[src/hw/rtl/rit_pkg.sv]
// Package for the radix integer-to-text converter.
// Holds field widths, character constants, controller states and the
// command and status structs shared by the controller and the datapath.
package rit_pkg;

    localparam int VALUE_BITS = 64;
    localparam int RADIX_BITS = 6;
    localparam int CHAR_BITS  = 8;

    localparam logic [RADIX_BITS-1:0] RADIX_MIN = 6'd2;
    localparam logic [RADIX_BITS-1:0] RADIX_MAX = 6'd36;
    localparam logic [RADIX_BITS-1:0] DEC_DIGITS = 6'd10;

    localparam logic [CHAR_BITS-1:0] CHAR_ZERO  = 8'h30;
    localparam logic [CHAR_BITS-1:0] CHAR_ALPHA = 8'h61;
    localparam logic [CHAR_BITS-1:0] CHAR_NONE  = 8'h00;

    typedef enum logic [2:0] {
        ST_IDLE,
        ST_CHECK,
        ST_SPECIAL,
        ST_DIVIDE,
        ST_STORE,
        ST_READ,
        ST_EMIT
    } t_state;

    typedef struct packed {
        logic load;
        logic div_step;
        logic store_digit;
        logic rd_start;
        logic rd_issue;
        logic out_digit;
        logic out_special;
    } t_dp_cmd;

    typedef struct packed {
        logic radix_bad;
        logic quot_zero;
        logic div_last;
        logic rd_last;
        logic out_free;
    } t_dp_sts;

    // Maps a digit value (0 to 35) to its lowercase ASCII character.
    function automatic logic [CHAR_BITS-1:0] f_digit_char(input logic [RADIX_BITS-1:0] d);
        logic [CHAR_BITS-1:0] ch;
        if (d < DEC_DIGITS) begin
            ch = CHAR_ZERO + CHAR_BITS'(d);
        end else begin
            ch = CHAR_ALPHA + CHAR_BITS'(d - DEC_DIGITS);
        end
        return ch;
    endfunction

endpackage

[src/hw/rtl/rit_in_if.sv]
// Request channel of the converter: a value and its radix.
// Depends on rit_pkg for the field widths.
interface rit_in_if
    import rit_pkg::*;
();
    logic                  valid;
    logic                  ready;
    logic [VALUE_BITS-1:0] value;
    logic [RADIX_BITS-1:0] radix;

    modport source (output valid, output value, output radix, input ready);
    modport sink   (input valid, input value, input radix, output ready);
endinterface

[src/hw/rtl/rit_out_if.sv]
// Result channel of the converter: one ASCII character per transfer.
// Depends on rit_pkg for the field widths.
interface rit_out_if
    import rit_pkg::*;
();
    logic                 valid;
    logic                 ready;
    logic [CHAR_BITS-1:0] character;
    logic                 last;
    logic                 bad_radix;

    modport source (output valid, output character, output last, output bad_radix,
                    input ready);
    modport sink   (input valid, input character, input last, input bad_radix,
                    output ready);
endinterface

[src/hw/rtl/rit_datapath.sv]
// Datapath of the converter: shift-subtract divider, digit stack memory
// and the output register. Driven by rit_ctrl through t_dp_cmd; uses rit_pkg.
module rit_datapath
    import rit_pkg::*;
#(
    parameter int VALUE_WIDTH = 64
) (
    input  logic                  i_clk,
    input  logic                  i_rst_n,
    input  t_dp_cmd               i_cmd,
    output t_dp_sts               o_sts,
    input  logic [VALUE_BITS-1:0] i_value,
    input  logic [RADIX_BITS-1:0] i_radix,
    input  logic                  i_out_ready,
    output logic                  o_out_valid,
    output logic [CHAR_BITS-1:0]  o_character,
    output logic                  o_last,
    output logic                  o_bad_radix
);

    localparam int ADDR_W = $clog2(VALUE_WIDTH);
    localparam int CNT_W  = $clog2(VALUE_WIDTH + 1);
    localparam int BIT_W  = $clog2(VALUE_WIDTH);
    localparam logic [BIT_W-1:0] BIT_TOP = BIT_W'(VALUE_WIDTH - 1);

    logic [VALUE_WIDTH-1:0] r_quot;
    logic [RADIX_BITS-1:0]  r_rem;
    logic [RADIX_BITS-1:0]  r_radix;
    logic [BIT_W-1:0]       r_bit;
    logic [CNT_W-1:0]       r_count;
    logic [ADDR_W-1:0]      r_rd_idx;
    logic [RADIX_BITS-1:0]  r_rd_data;
    logic                   r_rd_last;
    logic [RADIX_BITS-1:0]  r_mem [VALUE_WIDTH];

    logic                   r_out_valid;
    logic [CHAR_BITS-1:0]   r_char;
    logic                   r_last;
    logic                   r_bad;

    logic [RADIX_BITS:0]    w_trial;
    logic                   w_fits;
    logic                   w_radix_bad;
    logic                   w_out_free;

    assign w_trial     = {r_rem, r_quot[VALUE_WIDTH-1]};
    assign w_fits      = (w_trial >= {1'b0, r_radix});
    assign w_radix_bad = (r_radix < RADIX_MIN) || (r_radix > RADIX_MAX);
    assign w_out_free  = !r_out_valid || i_out_ready;

    always_comb begin
        o_sts.radix_bad = w_radix_bad;
        o_sts.quot_zero = (r_quot == '0);
        o_sts.div_last  = (r_bit == '0);
        o_sts.rd_last   = r_rd_last;
        o_sts.out_free  = w_out_free;
    end

    // Divider and digit counter. One quotient bit per cycle, MSB first.
    always_ff @(posedge i_clk) begin
        if (i_cmd.load) begin
            r_quot  <= i_value[VALUE_WIDTH-1:0];
            r_radix <= i_radix;
            r_rem   <= '0;
            r_bit   <= BIT_TOP;
            r_count <= '0;
        end else if (i_cmd.div_step) begin
            r_quot <= {r_quot[VALUE_WIDTH-2:0], w_fits};
            r_rem  <= w_fits ? RADIX_BITS'(w_trial - {1'b0, r_radix})
                             : w_trial[RADIX_BITS-1:0];
            r_bit  <= r_bit - 1'b1;
        end else if (i_cmd.store_digit) begin
            r_rem   <= '0;
            r_bit   <= BIT_TOP;
            r_count <= r_count + 1'b1;
        end
    end

    // Digits are stacked least significant first and read back in reverse.
    always_ff @(posedge i_clk) begin
        if (i_cmd.store_digit) begin
            r_mem[r_count[ADDR_W-1:0]] <= r_rem;
        end
        if (i_cmd.rd_issue) begin
            r_rd_data <= r_mem[r_rd_idx];
        end
    end

    always_ff @(posedge i_clk) begin
        if (i_cmd.rd_start) begin
            r_rd_idx <= r_count[ADDR_W-1:0];
        end else if (i_cmd.rd_issue) begin
            r_rd_idx  <= r_rd_idx - 1'b1;
            r_rd_last <= (r_rd_idx == '0);
        end
    end

    always_ff @(posedge i_clk) begin
        if (!i_rst_n) begin
            r_out_valid <= 1'b0;
        end else if (i_cmd.out_digit || i_cmd.out_special) begin
            r_out_valid <= 1'b1;
        end else if (i_out_ready) begin
            r_out_valid <= 1'b0;
        end
    end

    always_ff @(posedge i_clk) begin
        if (i_cmd.out_digit) begin
            r_char <= f_digit_char(r_rd_data);
            r_last <= r_rd_last;
            r_bad  <= 1'b0;
        end else if (i_cmd.out_special) begin
            r_char <= w_radix_bad ? CHAR_NONE : CHAR_ZERO;
            r_last <= 1'b1;
            r_bad  <= w_radix_bad;
        end
    end

    assign o_out_valid = r_out_valid;
    assign o_character = r_char;
    assign o_last      = r_last;
    assign o_bad_radix = r_bad;

endmodule

[src/hw/rtl/rit_ctrl.sv]
// Controller of the converter: sequences division, digit storage and
// reverse emission. Uses t_state, t_dp_cmd and t_dp_sts from rit_pkg.
module rit_ctrl
    import rit_pkg::*;
(
    input  logic    i_clk,
    input  logic    i_rst_n,
    input  logic    i_req_valid,
    output logic    o_req_ready,
    input  t_dp_sts i_sts,
    output t_dp_cmd o_cmd
);

    t_state r_state;
    t_state n_state;

    always_ff @(posedge i_clk) begin
        if (!i_rst_n) begin
            r_state <= ST_IDLE;
        end else begin
            r_state <= n_state;
        end
    end

    always_comb begin
        n_state = r_state;
        case (r_state)
            ST_IDLE: begin
                if (i_req_valid) n_state = ST_CHECK;
            end
            ST_CHECK: begin
                if (i_sts.radix_bad || i_sts.quot_zero) begin
                    n_state = ST_SPECIAL;
                end else begin
                    n_state = ST_DIVIDE;
                end
            end
            ST_SPECIAL: begin
                if (i_sts.out_free) n_state = ST_IDLE;
            end
            ST_DIVIDE: begin
                if (i_sts.div_last) n_state = ST_STORE;
            end
            ST_STORE: begin
                // The quotient now holds the value left after this digit.
                n_state = i_sts.quot_zero ? ST_READ : ST_DIVIDE;
            end
            ST_READ: begin
                n_state = ST_EMIT;
            end
            ST_EMIT: begin
                if (i_sts.out_free) n_state = i_sts.rd_last ? ST_IDLE : ST_READ;
            end
            default: begin
                n_state = ST_IDLE;
            end
        endcase
    end

    always_comb begin
        o_req_ready = 1'b0;
        o_cmd       = '0;
        case (r_state)
            ST_IDLE: begin
                o_req_ready = 1'b1;
                o_cmd.load  = i_req_valid;
            end
            ST_SPECIAL: begin
                o_cmd.out_special = i_sts.out_free;
            end
            ST_DIVIDE: begin
                o_cmd.div_step = 1'b1;
            end
            ST_STORE: begin
                o_cmd.store_digit = 1'b1;
                o_cmd.rd_start    = i_sts.quot_zero;
            end
            ST_READ: begin
                o_cmd.rd_issue = 1'b1;
            end
            ST_EMIT: begin
                o_cmd.out_digit = i_sts.out_free;
            end
            default: begin
                o_cmd = '0;
            end
        endcase
    end

endmodule

[src/hw/rtl/radix_integer_to_text.sv]
// Converts an unsigned integer to ASCII digits in radix 2 to 36, most
// significant digit first, with lowercase letters for digits 10 and up and
// the last mark on the final character. A radix outside 2 to 36 gives one
// result with character 0 and bad_radix set; a zero value gives one '0'.
// Only the low VALUE_WIDTH bits of value are used. One request is worked on
// at a time. Each digit is found by the shift-subtract divider, one quotient
// bit per cycle, and stacked; the digits are then read back from the digit
// stack in reverse order and emitted, stalling while the output is not free.
// The last result may wait in the output register while the next request is
// accepted.
module radix_integer_to_text
    import rit_pkg::*;
#(
    parameter int VALUE_WIDTH = 64
) (
    input  logic       i_clk,
    input  logic       i_rst_n,
    rit_in_if.sink     i_req,
    rit_out_if.source  o_res
);

    t_dp_cmd w_cmd;
    t_dp_sts w_sts;

    rit_ctrl u_ctrl (
        .i_clk       (i_clk),
        .i_rst_n     (i_rst_n),
        .i_req_valid (i_req.valid),
        .o_req_ready (i_req.ready),
        .i_sts       (w_sts),
        .o_cmd       (w_cmd)
    );

    rit_datapath #(
        .VALUE_WIDTH (VALUE_WIDTH)
    ) u_datapath (
        .i_clk       (i_clk),
        .i_rst_n     (i_rst_n),
        .i_cmd       (w_cmd),
        .o_sts       (w_sts),
        .i_value     (i_req.value),
        .i_radix     (i_req.radix),
        .i_out_ready (o_res.ready),
        .o_out_valid (o_res.valid),
        .o_character (o_res.character),
        .o_last      (o_res.last),
        .o_bad_radix (o_res.bad_radix)
    );

endmodule
[src/flat_wrapper.sv]
// flat-port wrapper written by rule: the top's interface ports become plain ports
module radix_integer_to_text_flat import rit_pkg::*;
#(
    parameter int VALUE_WIDTH = 64
)
  (i_clk, i_rst_n, i_req_valid, i_req_value, i_req_radix, i_req_ready, o_res_valid, o_res_character, o_res_last, o_res_bad_radix, o_res_ready);
  rit_in_if i_req_i ();
  rit_out_if o_res_i ();
  input  logic i_clk;
  input  logic i_rst_n;
  input wire logic [$bits(i_req_i.valid)-1:0] i_req_valid;
  input wire logic [$bits(i_req_i.value)-1:0] i_req_value;
  input wire logic [$bits(i_req_i.radix)-1:0] i_req_radix;
  output wire logic [$bits(i_req_i.ready)-1:0] i_req_ready;
  output wire logic [$bits(o_res_i.valid)-1:0] o_res_valid;
  output wire logic [$bits(o_res_i.character)-1:0] o_res_character;
  output wire logic [$bits(o_res_i.last)-1:0] o_res_last;
  output wire logic [$bits(o_res_i.bad_radix)-1:0] o_res_bad_radix;
  input wire logic [$bits(o_res_i.ready)-1:0] o_res_ready;
  assign i_req_i.valid = i_req_valid;
  assign i_req_i.value = i_req_value;
  assign i_req_i.radix = i_req_radix;
  assign i_req_ready = i_req_i.ready;
  assign o_res_valid = o_res_i.valid;
  assign o_res_character = o_res_i.character;
  assign o_res_last = o_res_i.last;
  assign o_res_bad_radix = o_res_i.bad_radix;
  assign o_res_i.ready = o_res_ready;
  radix_integer_to_text #(.VALUE_WIDTH(VALUE_WIDTH)) u_core (.i_clk(i_clk), .i_rst_n(i_rst_n), .i_req(i_req_i), .o_res(o_res_i));
endmodule
[config.mk]
export PLATFORM = sky130hd
export DESIGN_NAME = radix_integer_to_text_flat
export DESIGN_NICKNAME = d
export VERILOG_FILES = /design/src/hw/rtl/rit_pkg.sv /design/src/hw/rtl/rit_in_if.sv /design/src/hw/rtl/rit_out_if.sv /design/src/hw/rtl/rit_datapath.sv /design/src/hw/rtl/rit_ctrl.sv /design/src/hw/rtl/radix_integer_to_text.sv /design/src/flat_wrapper.sv
export SDC_FILE = /design/constraint.sdc
export NUM_CORES = 1
export LEC_CHECK = 0
export BUFFER_PORTS_ARGS = -buffer_cell sky130_fd_sc_hd__buf_2
export CAP_MARGIN = 15
export CORE_MARGIN = 1
export CORE_UTILIZATION = 61
export CTS_BUF_LIST = sky130_fd_sc_hd__clkbuf_16
export CTS_CLUSTER_SIZE = 16
export DETAILED_ROUTE_END_ITERATION = 10
export HOLD_SLACK_MARGIN = 0.08
export PLACE_DENSITY = 0.79
export SKIP_CTS_REPAIR_TIMING = 1
export SYNTH_ARGS = -nofsm -noshare
export SYNTH_HDL_FRONTEND = slang
export SYNTH_HIERARCHICAL = 1
export SYNTH_SLANG_ARGS = --single-unit
[constraint.sdc]
create_clock -name i_clk -period 3.2 [get_ports i_clk]
set_input_delay 0.16 -clock i_clk [delete_from_list [all_inputs] [get_ports i_clk]]
set_output_delay 0.16 -clock i_clk [all_outputs]
set_load 0.005 [all_outputs]
Yosys cells after proc, flatten, opt, wreduce, memory -nomap -nowiden

Memories as Yosys holds them, arrays and structs flattened. A register that Yosys moved wholly into a read port is not among the register bits.
Cells that the tools add are included.

Add/subtract/negate cells: 7
$lt $le $gt $ge: 4
Equality and inequality tests: 10
Muxes and demuxes: 34
Bitwise logic cells: 2
Reduce and logical (&&, ||, !) cells: 17

Operators with widths:

| kind                                                                  | count |
|---|---|
| 64-bit two-way mux                                                    | 2 |
| 64-bit zero test                                                      | 1 |
| 6-bit two-way mux                                                     | 8 |
| 8-bit two-way mux                                                     | 3 |
| 3-bit one-hot mux with 7 select lines                                 | 1 |
| 3-bit two-way mux                                                     | 6 |
| 1-bit two-way mux                                                     | 13 |
| 6-bit zero test                                                       | 2 |
| 6-bit by 1-bit subtractor with 6-bit output (second input constant)   | 2 |
| 2-bit nonzero test                                                    | 5 |
| 3-bit == test (second input constant)                                 | 3 |
| 7-bit by 8-bit adder with 8-bit output (first input constant)         | 1 |
| 2-bit inequality test (second input constant)                         | 4 |
| 6-bit by 6-bit adder with 7-bit output (first input constant)         | 1 |
| 7-bit by 1-bit adder with 7-bit output (second input constant)        | 1 |
| 7-bit by 6-bit >= comparator with 1-bit output                        | 1 |
| 6-bit by 4-bit subtractor with 7-bit output (second input constant)   | 1 |
| 3-bit by 2-bit == test with 1-bit output (second input constant)      | 2 |
| 6-bit > comparator (second input constant)                            | 1 |
| 6-bit by 2-bit < comparator with 1-bit output (second input constant) | 1 |
| 6-bit by 4-bit < comparator with 1-bit output (second input constant) | 1 |
| 6-bit subtractor                                                      | 1 |
| 1-bit logical OR                                                      | 4 |
| 2-bit AND reduction                                                   | 2 |
| 6 further kinds                                                       | 7 |

Register bits: 110
Bits in writable memories: 384
Input bits: 74
Output and inout port bits: 12
Logic and storage cells: 87
Memories kept: 1

Memories:

| memory                  | words | width | rd ports | clocked after memory_dff | wr ports | RTL line           | text |
|---|---|---|---|---|---|---|---|
| u_core.u_datapath.r_mem | 64    | 6     | 1        | 1                        | 1        | rit_datapath.sv:34 | `logic [RADIX_BITS-1:0] r_mem [VALUE_WIDTH];` |

Longest topological paths before layout

Depth after elaboration: 5
Mapped depth: 10
Mapped depth without buffers: 9

Cells and area by module

The synthesis kept the hierarchy.

By module, submodules not included:

| module       | times used | cells an instance | area an instance (µm²) | seq. area each (µm²) |
|---|---|---|---|---|
| rit_datapath | 1          | 1170              | 20420.8                | 14694.1 |
| rit_ctrl     | 1          | 43                | 341.6                  | 60.1 |

Least setup slack after synthesis

OpenSTA, ideal clock, no wires.

Path kind: register -> register
From: register u_core.u_ctrl.r_state[2]
To: register u_core.u_datapath.r_rem[5]
Library setup time: 0.123 ns
Arrival time: 2.502 ns
Required time: 3.077 ns
Setup slack: 0.575 ns
Stages on the path, launching flop included: 9
Buffers on the path: 2
Period minus slack after synthesis: 2.625 ns
Cells stage by stage: dfxtp_1 buf_6 nor3_2 and2_1 clkbuf_1 or2_2 nor2_1 nand2_1 o31ai_1

RTL lines:

| what                   | RTL line           | text |
|---|---|---|
| start, declared        | rit_ctrl.sv:14     | `t_state r_state;` |
| start signal, assigned | rit_ctrl.sv:21     | `r_state <= n_state;` |
| end signal, assigned   | rit_datapath.sv:69 | `r_rem <= w_fits ? RADIX_BITS'(w_trial - {1'b0, r_radix})` |
| end, declared          | rit_datapath.sv:27 | `logic [RADIX_BITS-1:0] r_rem;` |

==> impl_metrics.json <==
{
  "ys_seq_area_share_pct": 71.1,
  "drc": 0,
  "p_total_mw": 14.7,
  "maxCapViolations": 0,
  "yosysUniqueCellTypes": 69,
  "hold_depth": 5,
  "power_frac_seq_pct": 51.8,
  "clkSinkCount": 499,
  "path_cells": "buf_12 -> buf_4 -> mux4_2 -> a221oi_1 -> a221o_1 -> nand3_1",
  "placed_cell_area_sq_mm": 0.0217,
  "clk_pin_slew_ns": 0.06,
  "grt_pass1_vias": 11800,
  "min_period_ns": 2.70,
  "final_hold_viol_count": 0,
  "reg2regPathDepth": 6,
  "post_drt_wl_per_cell_microns": 25.9,
  "status": "finished clean",
  "die_area_sq_mm": 0.0348,
  "p_per_area_mw_per_mm2": 607,
  "finalCritPeriodShare_pct": 84.4,
  "drt_first_pass_iters": 6,
  "crit_fanout": 31,
  "cp_top_family": "compound AO/OA/AOI/OAI gates",
  "routed_wl_microns": 48700,
  "internal-power_mw": 11.6,
  "grt-ovfl-total": 0,
  "gp_congestion": 0.946,
  "grt_usage_pct": 27.2,
  "std_cell_rows": 67,
  "antenna_cells": 0,
  "switchingPower_mw": 3.07,
  "max_freq_mhz": 370,
  "syn_area_sq_mm": 0.0208,
  "crit_arrival_ns": 2.99,
  "drive_gt1_share_pct": 26.9,
  "num_io_pins": 86,
  "ys.flop_type": "edfxtp_1",
  "relSlewSlack_pct": 24.0,
  "antenna_found_initial": 0,
  "fin_area_sq_mm": 0.0242,
  "timing.rr.start": "u_core/u_datapath/r_rd_idx[0]",
  "ant_nets": 0,
  "fin_skew_ns": 0.0229,
  "crit_start": "u_core/u_datapath/r_rd_idx[0]",
  "cp.depth": 6,
  "swShare_pct": 20.9,
  "die_w_microns": 186,
  "slowest_delay_ns": 0.55,
  "rsz0062_at_grt": "no",
  "die_h_microns": 186,
  "vias_per_cell": 6.41,
  "cts_tree": "done",
  "initial_core_util_pct": 61.9,
  "end_kind": "flop",
  "setup_violations": 0,
  "detail_route.iter0.violations": 1376,
  "nNetsFinal": 1482,
  "power.share.combinational_pct": 5.9,
  "setup-tns-final_ns": 0,
  "num_vias": 12100,
  "synth_edf_count": 476,
  "min_from": "o_res_ready",
  "synth_seq_cells": 499,
  "ctsHtreeMaxLevel": 2,
  "grt_pass1_wl_microns": 71200,
  "setup_ws_ns": 0.498,
  "slew_violations": 0,
  "dp_worst_setup_slack_ns": 0.527,
  "ys_async_sr_fraction_pct": 0,
  "cp.required_ns": 3.49,
  "cp_slowest_cell": "mux4_2",
  "hold_class": "in -> reg",
  "ir_drop_uv": 770,
  "fp.coreArea_sq_mm": 0.0335,
  "syn-num-nets": 1302,
  "path_class": "reg -> reg",
  "leakage_nw": 8.47,
  "clock_path_buffers": 3,
  "synthCells": 1213,
  "portBuffers": 85,
  "dp.final_hpwl_microns": 29000,
  "clock_power_share_pct": 42.4,
  "path_buf_inv": 2,
  "tightest_slew_ns": 1.14,
  "grt_max_degree": 67,
  "cts_buffers": 48,
  "cp-start-kind": "flop",
  "syn_avg_cell_area_sq_um": 17.1,
  "clockRootBuffer": "clkbuf_16",
  "area_growth_pct": 16.7,
  "clock_latency_ns": 0.57,
  "yosys_warnings": 6
}
cell usage in the layout, fill, tap and decap left out, types with 8 or more instances in the layout:
cell type	instances
a22oi_1	17
clkbuf_16	50
nand2b_1	10
nand4_1	8
inv_1	24
xnor2_1	13
mux4_2	74
edfxtp_1	476
nor2_1	103
ha_1	14
nor2b_1	13
buf_2	85
dlygate4sd3_1	73
nand2_1	51
dfxtp_1	17
bufinv_16	11
clkinv_2	13
mux2_2	72
nor4_1	17
buf_4	37
o22ai_1	10
nand3_1	12
a21oi_1	28
o21ai_0	26
mux2i_1	44
nor3_1	8
cells in the mapped netlist (12+ instances only):
library cell / n / share of area (%)
clkbuf_1: 29 / 0.52
nand3_1: 12 / 0.29
mux2_2: 72 / 3.9
mux4_2: 74 / 8.0
inv_1: 24 / 0.43
xnor2_1: 13 / 0.55
mux2i_1: 44 / 2.1
nor2_1: 103 / 1.9
a22oi_1: 17 / 0.61
a21oi_1: 28 / 0.67
dfxtp_1: 23 / 2.2
edfxtp_1: 476 / 69
buf_2: 13 / 0.31
nor2b_1: 13 / 0.39
o21ai_0: 26 / 0.63
nand2_1: 51 / 0.92
ha_1: 14 / 0.84
nor4_1: 17 / 0.51
registers in the layout, indices dropped and copies added, names as in the netlist:
signal,cells
u_core/u_datapath/o_character,8
u_core/u_datapath/r_rd_last,1
u_core/u_ctrl/r_state,3
u_core/u_datapath/r_count,6
u_core/u_datapath/o_bad_radix,1
u_core/u_datapath/r_quot,64
u_core/u_datapath/r_rem,6
u_core/u_datapath/o_last,1
u_core/u_datapath/r_rd_data,6
u_core/u_datapath/r_radix,6
u_core/u_datapath/r_bit,6
u_core/u_datapath/r_mem,384
u_core/u_datapath/o_out_valid,1
u_core/u_datapath/r_rd_idx,6
power groups by stage:
| stage | clock (mW) | sequential (mW) | combinational (mW) |
|---|---|---|---|
| final | 6.23 | 7.61 | 0.863 |
| after global placement | 0 | 7.71 | 0.734 |
| after global routing | 6.50 | 7.63 | 0.930 |
| after floorplan | 0 | 7.68 | 0.551 |
| after detailed placement | 0 | 7.72 | 0.762 |
| after CTS | 6.26 | 7.58 | 0.774 |
routing by layer:
layer | vias up | share of wire (%) | wire (microns) | track usage, %
met2 | 661 | 51 | 24900 | 45.8
met4 | 0 | 3.4 | 1660 | 9.43
li1 | 5165 | - | - | -
met1 | 6107 | 37 | 18200 | 36.1
met5 | - | 0 | 0 | 0
met3 | 127 | 8.0 | 3870 | 4.89
stage by stage:
stage                     utilization (%)  std cells  hold WS (ns)
after floorplan                         -       1213         0.259
after global routing                 72.3       1881         0.165
after CTS                            70.1       1808        -0.253
final                                72.3       1881         0.120
after global placement               64.8       1718         0.336
after detailed placement             64.8       1718         0.339
worst paths after layout:
kind	end	slack, ns
max reg2reg	u_core/u_datapath/r_rd_data[3]	0.50
min reg2reg	u_core/u_datapath/o_bad_radix	0.50
min	u_core/u_ctrl/r_state[1]	0.12
max	u_core/u_datapath/r_rd_data[3]	0.50
cell type report:
cell class              count  area [sq um]
flip-flops and latches    499         14800
fillers                  1972          9300
multi-input cells         619          5540
repair buffers            198          1490
clock buffers              50          1250
well taps                 448           561
clock inverters            40           522
inverters                  27           101
logic make-up after synthesis:
| group | share of synthesized area (%) |
|---|---|
| DFF | 71.1 |
| adders and majority gates | 0.940 |
| AOI/OAI and AO/OA | 4.63 |
| xor gates and xnor gates | 0.717 |
| and+or+nand+nor | 5.94 |
| buffers and inverters | 2.27 |
| muxes | 14.4 |
worst min-delay path: stages:
cell and delay (ns):
buf_2 0.07, nand2b_1 0.16, o21ai_1 0.08, o31ai_1 0.09, a221oi_2 0.07
(Power assumes the default switching activity.)
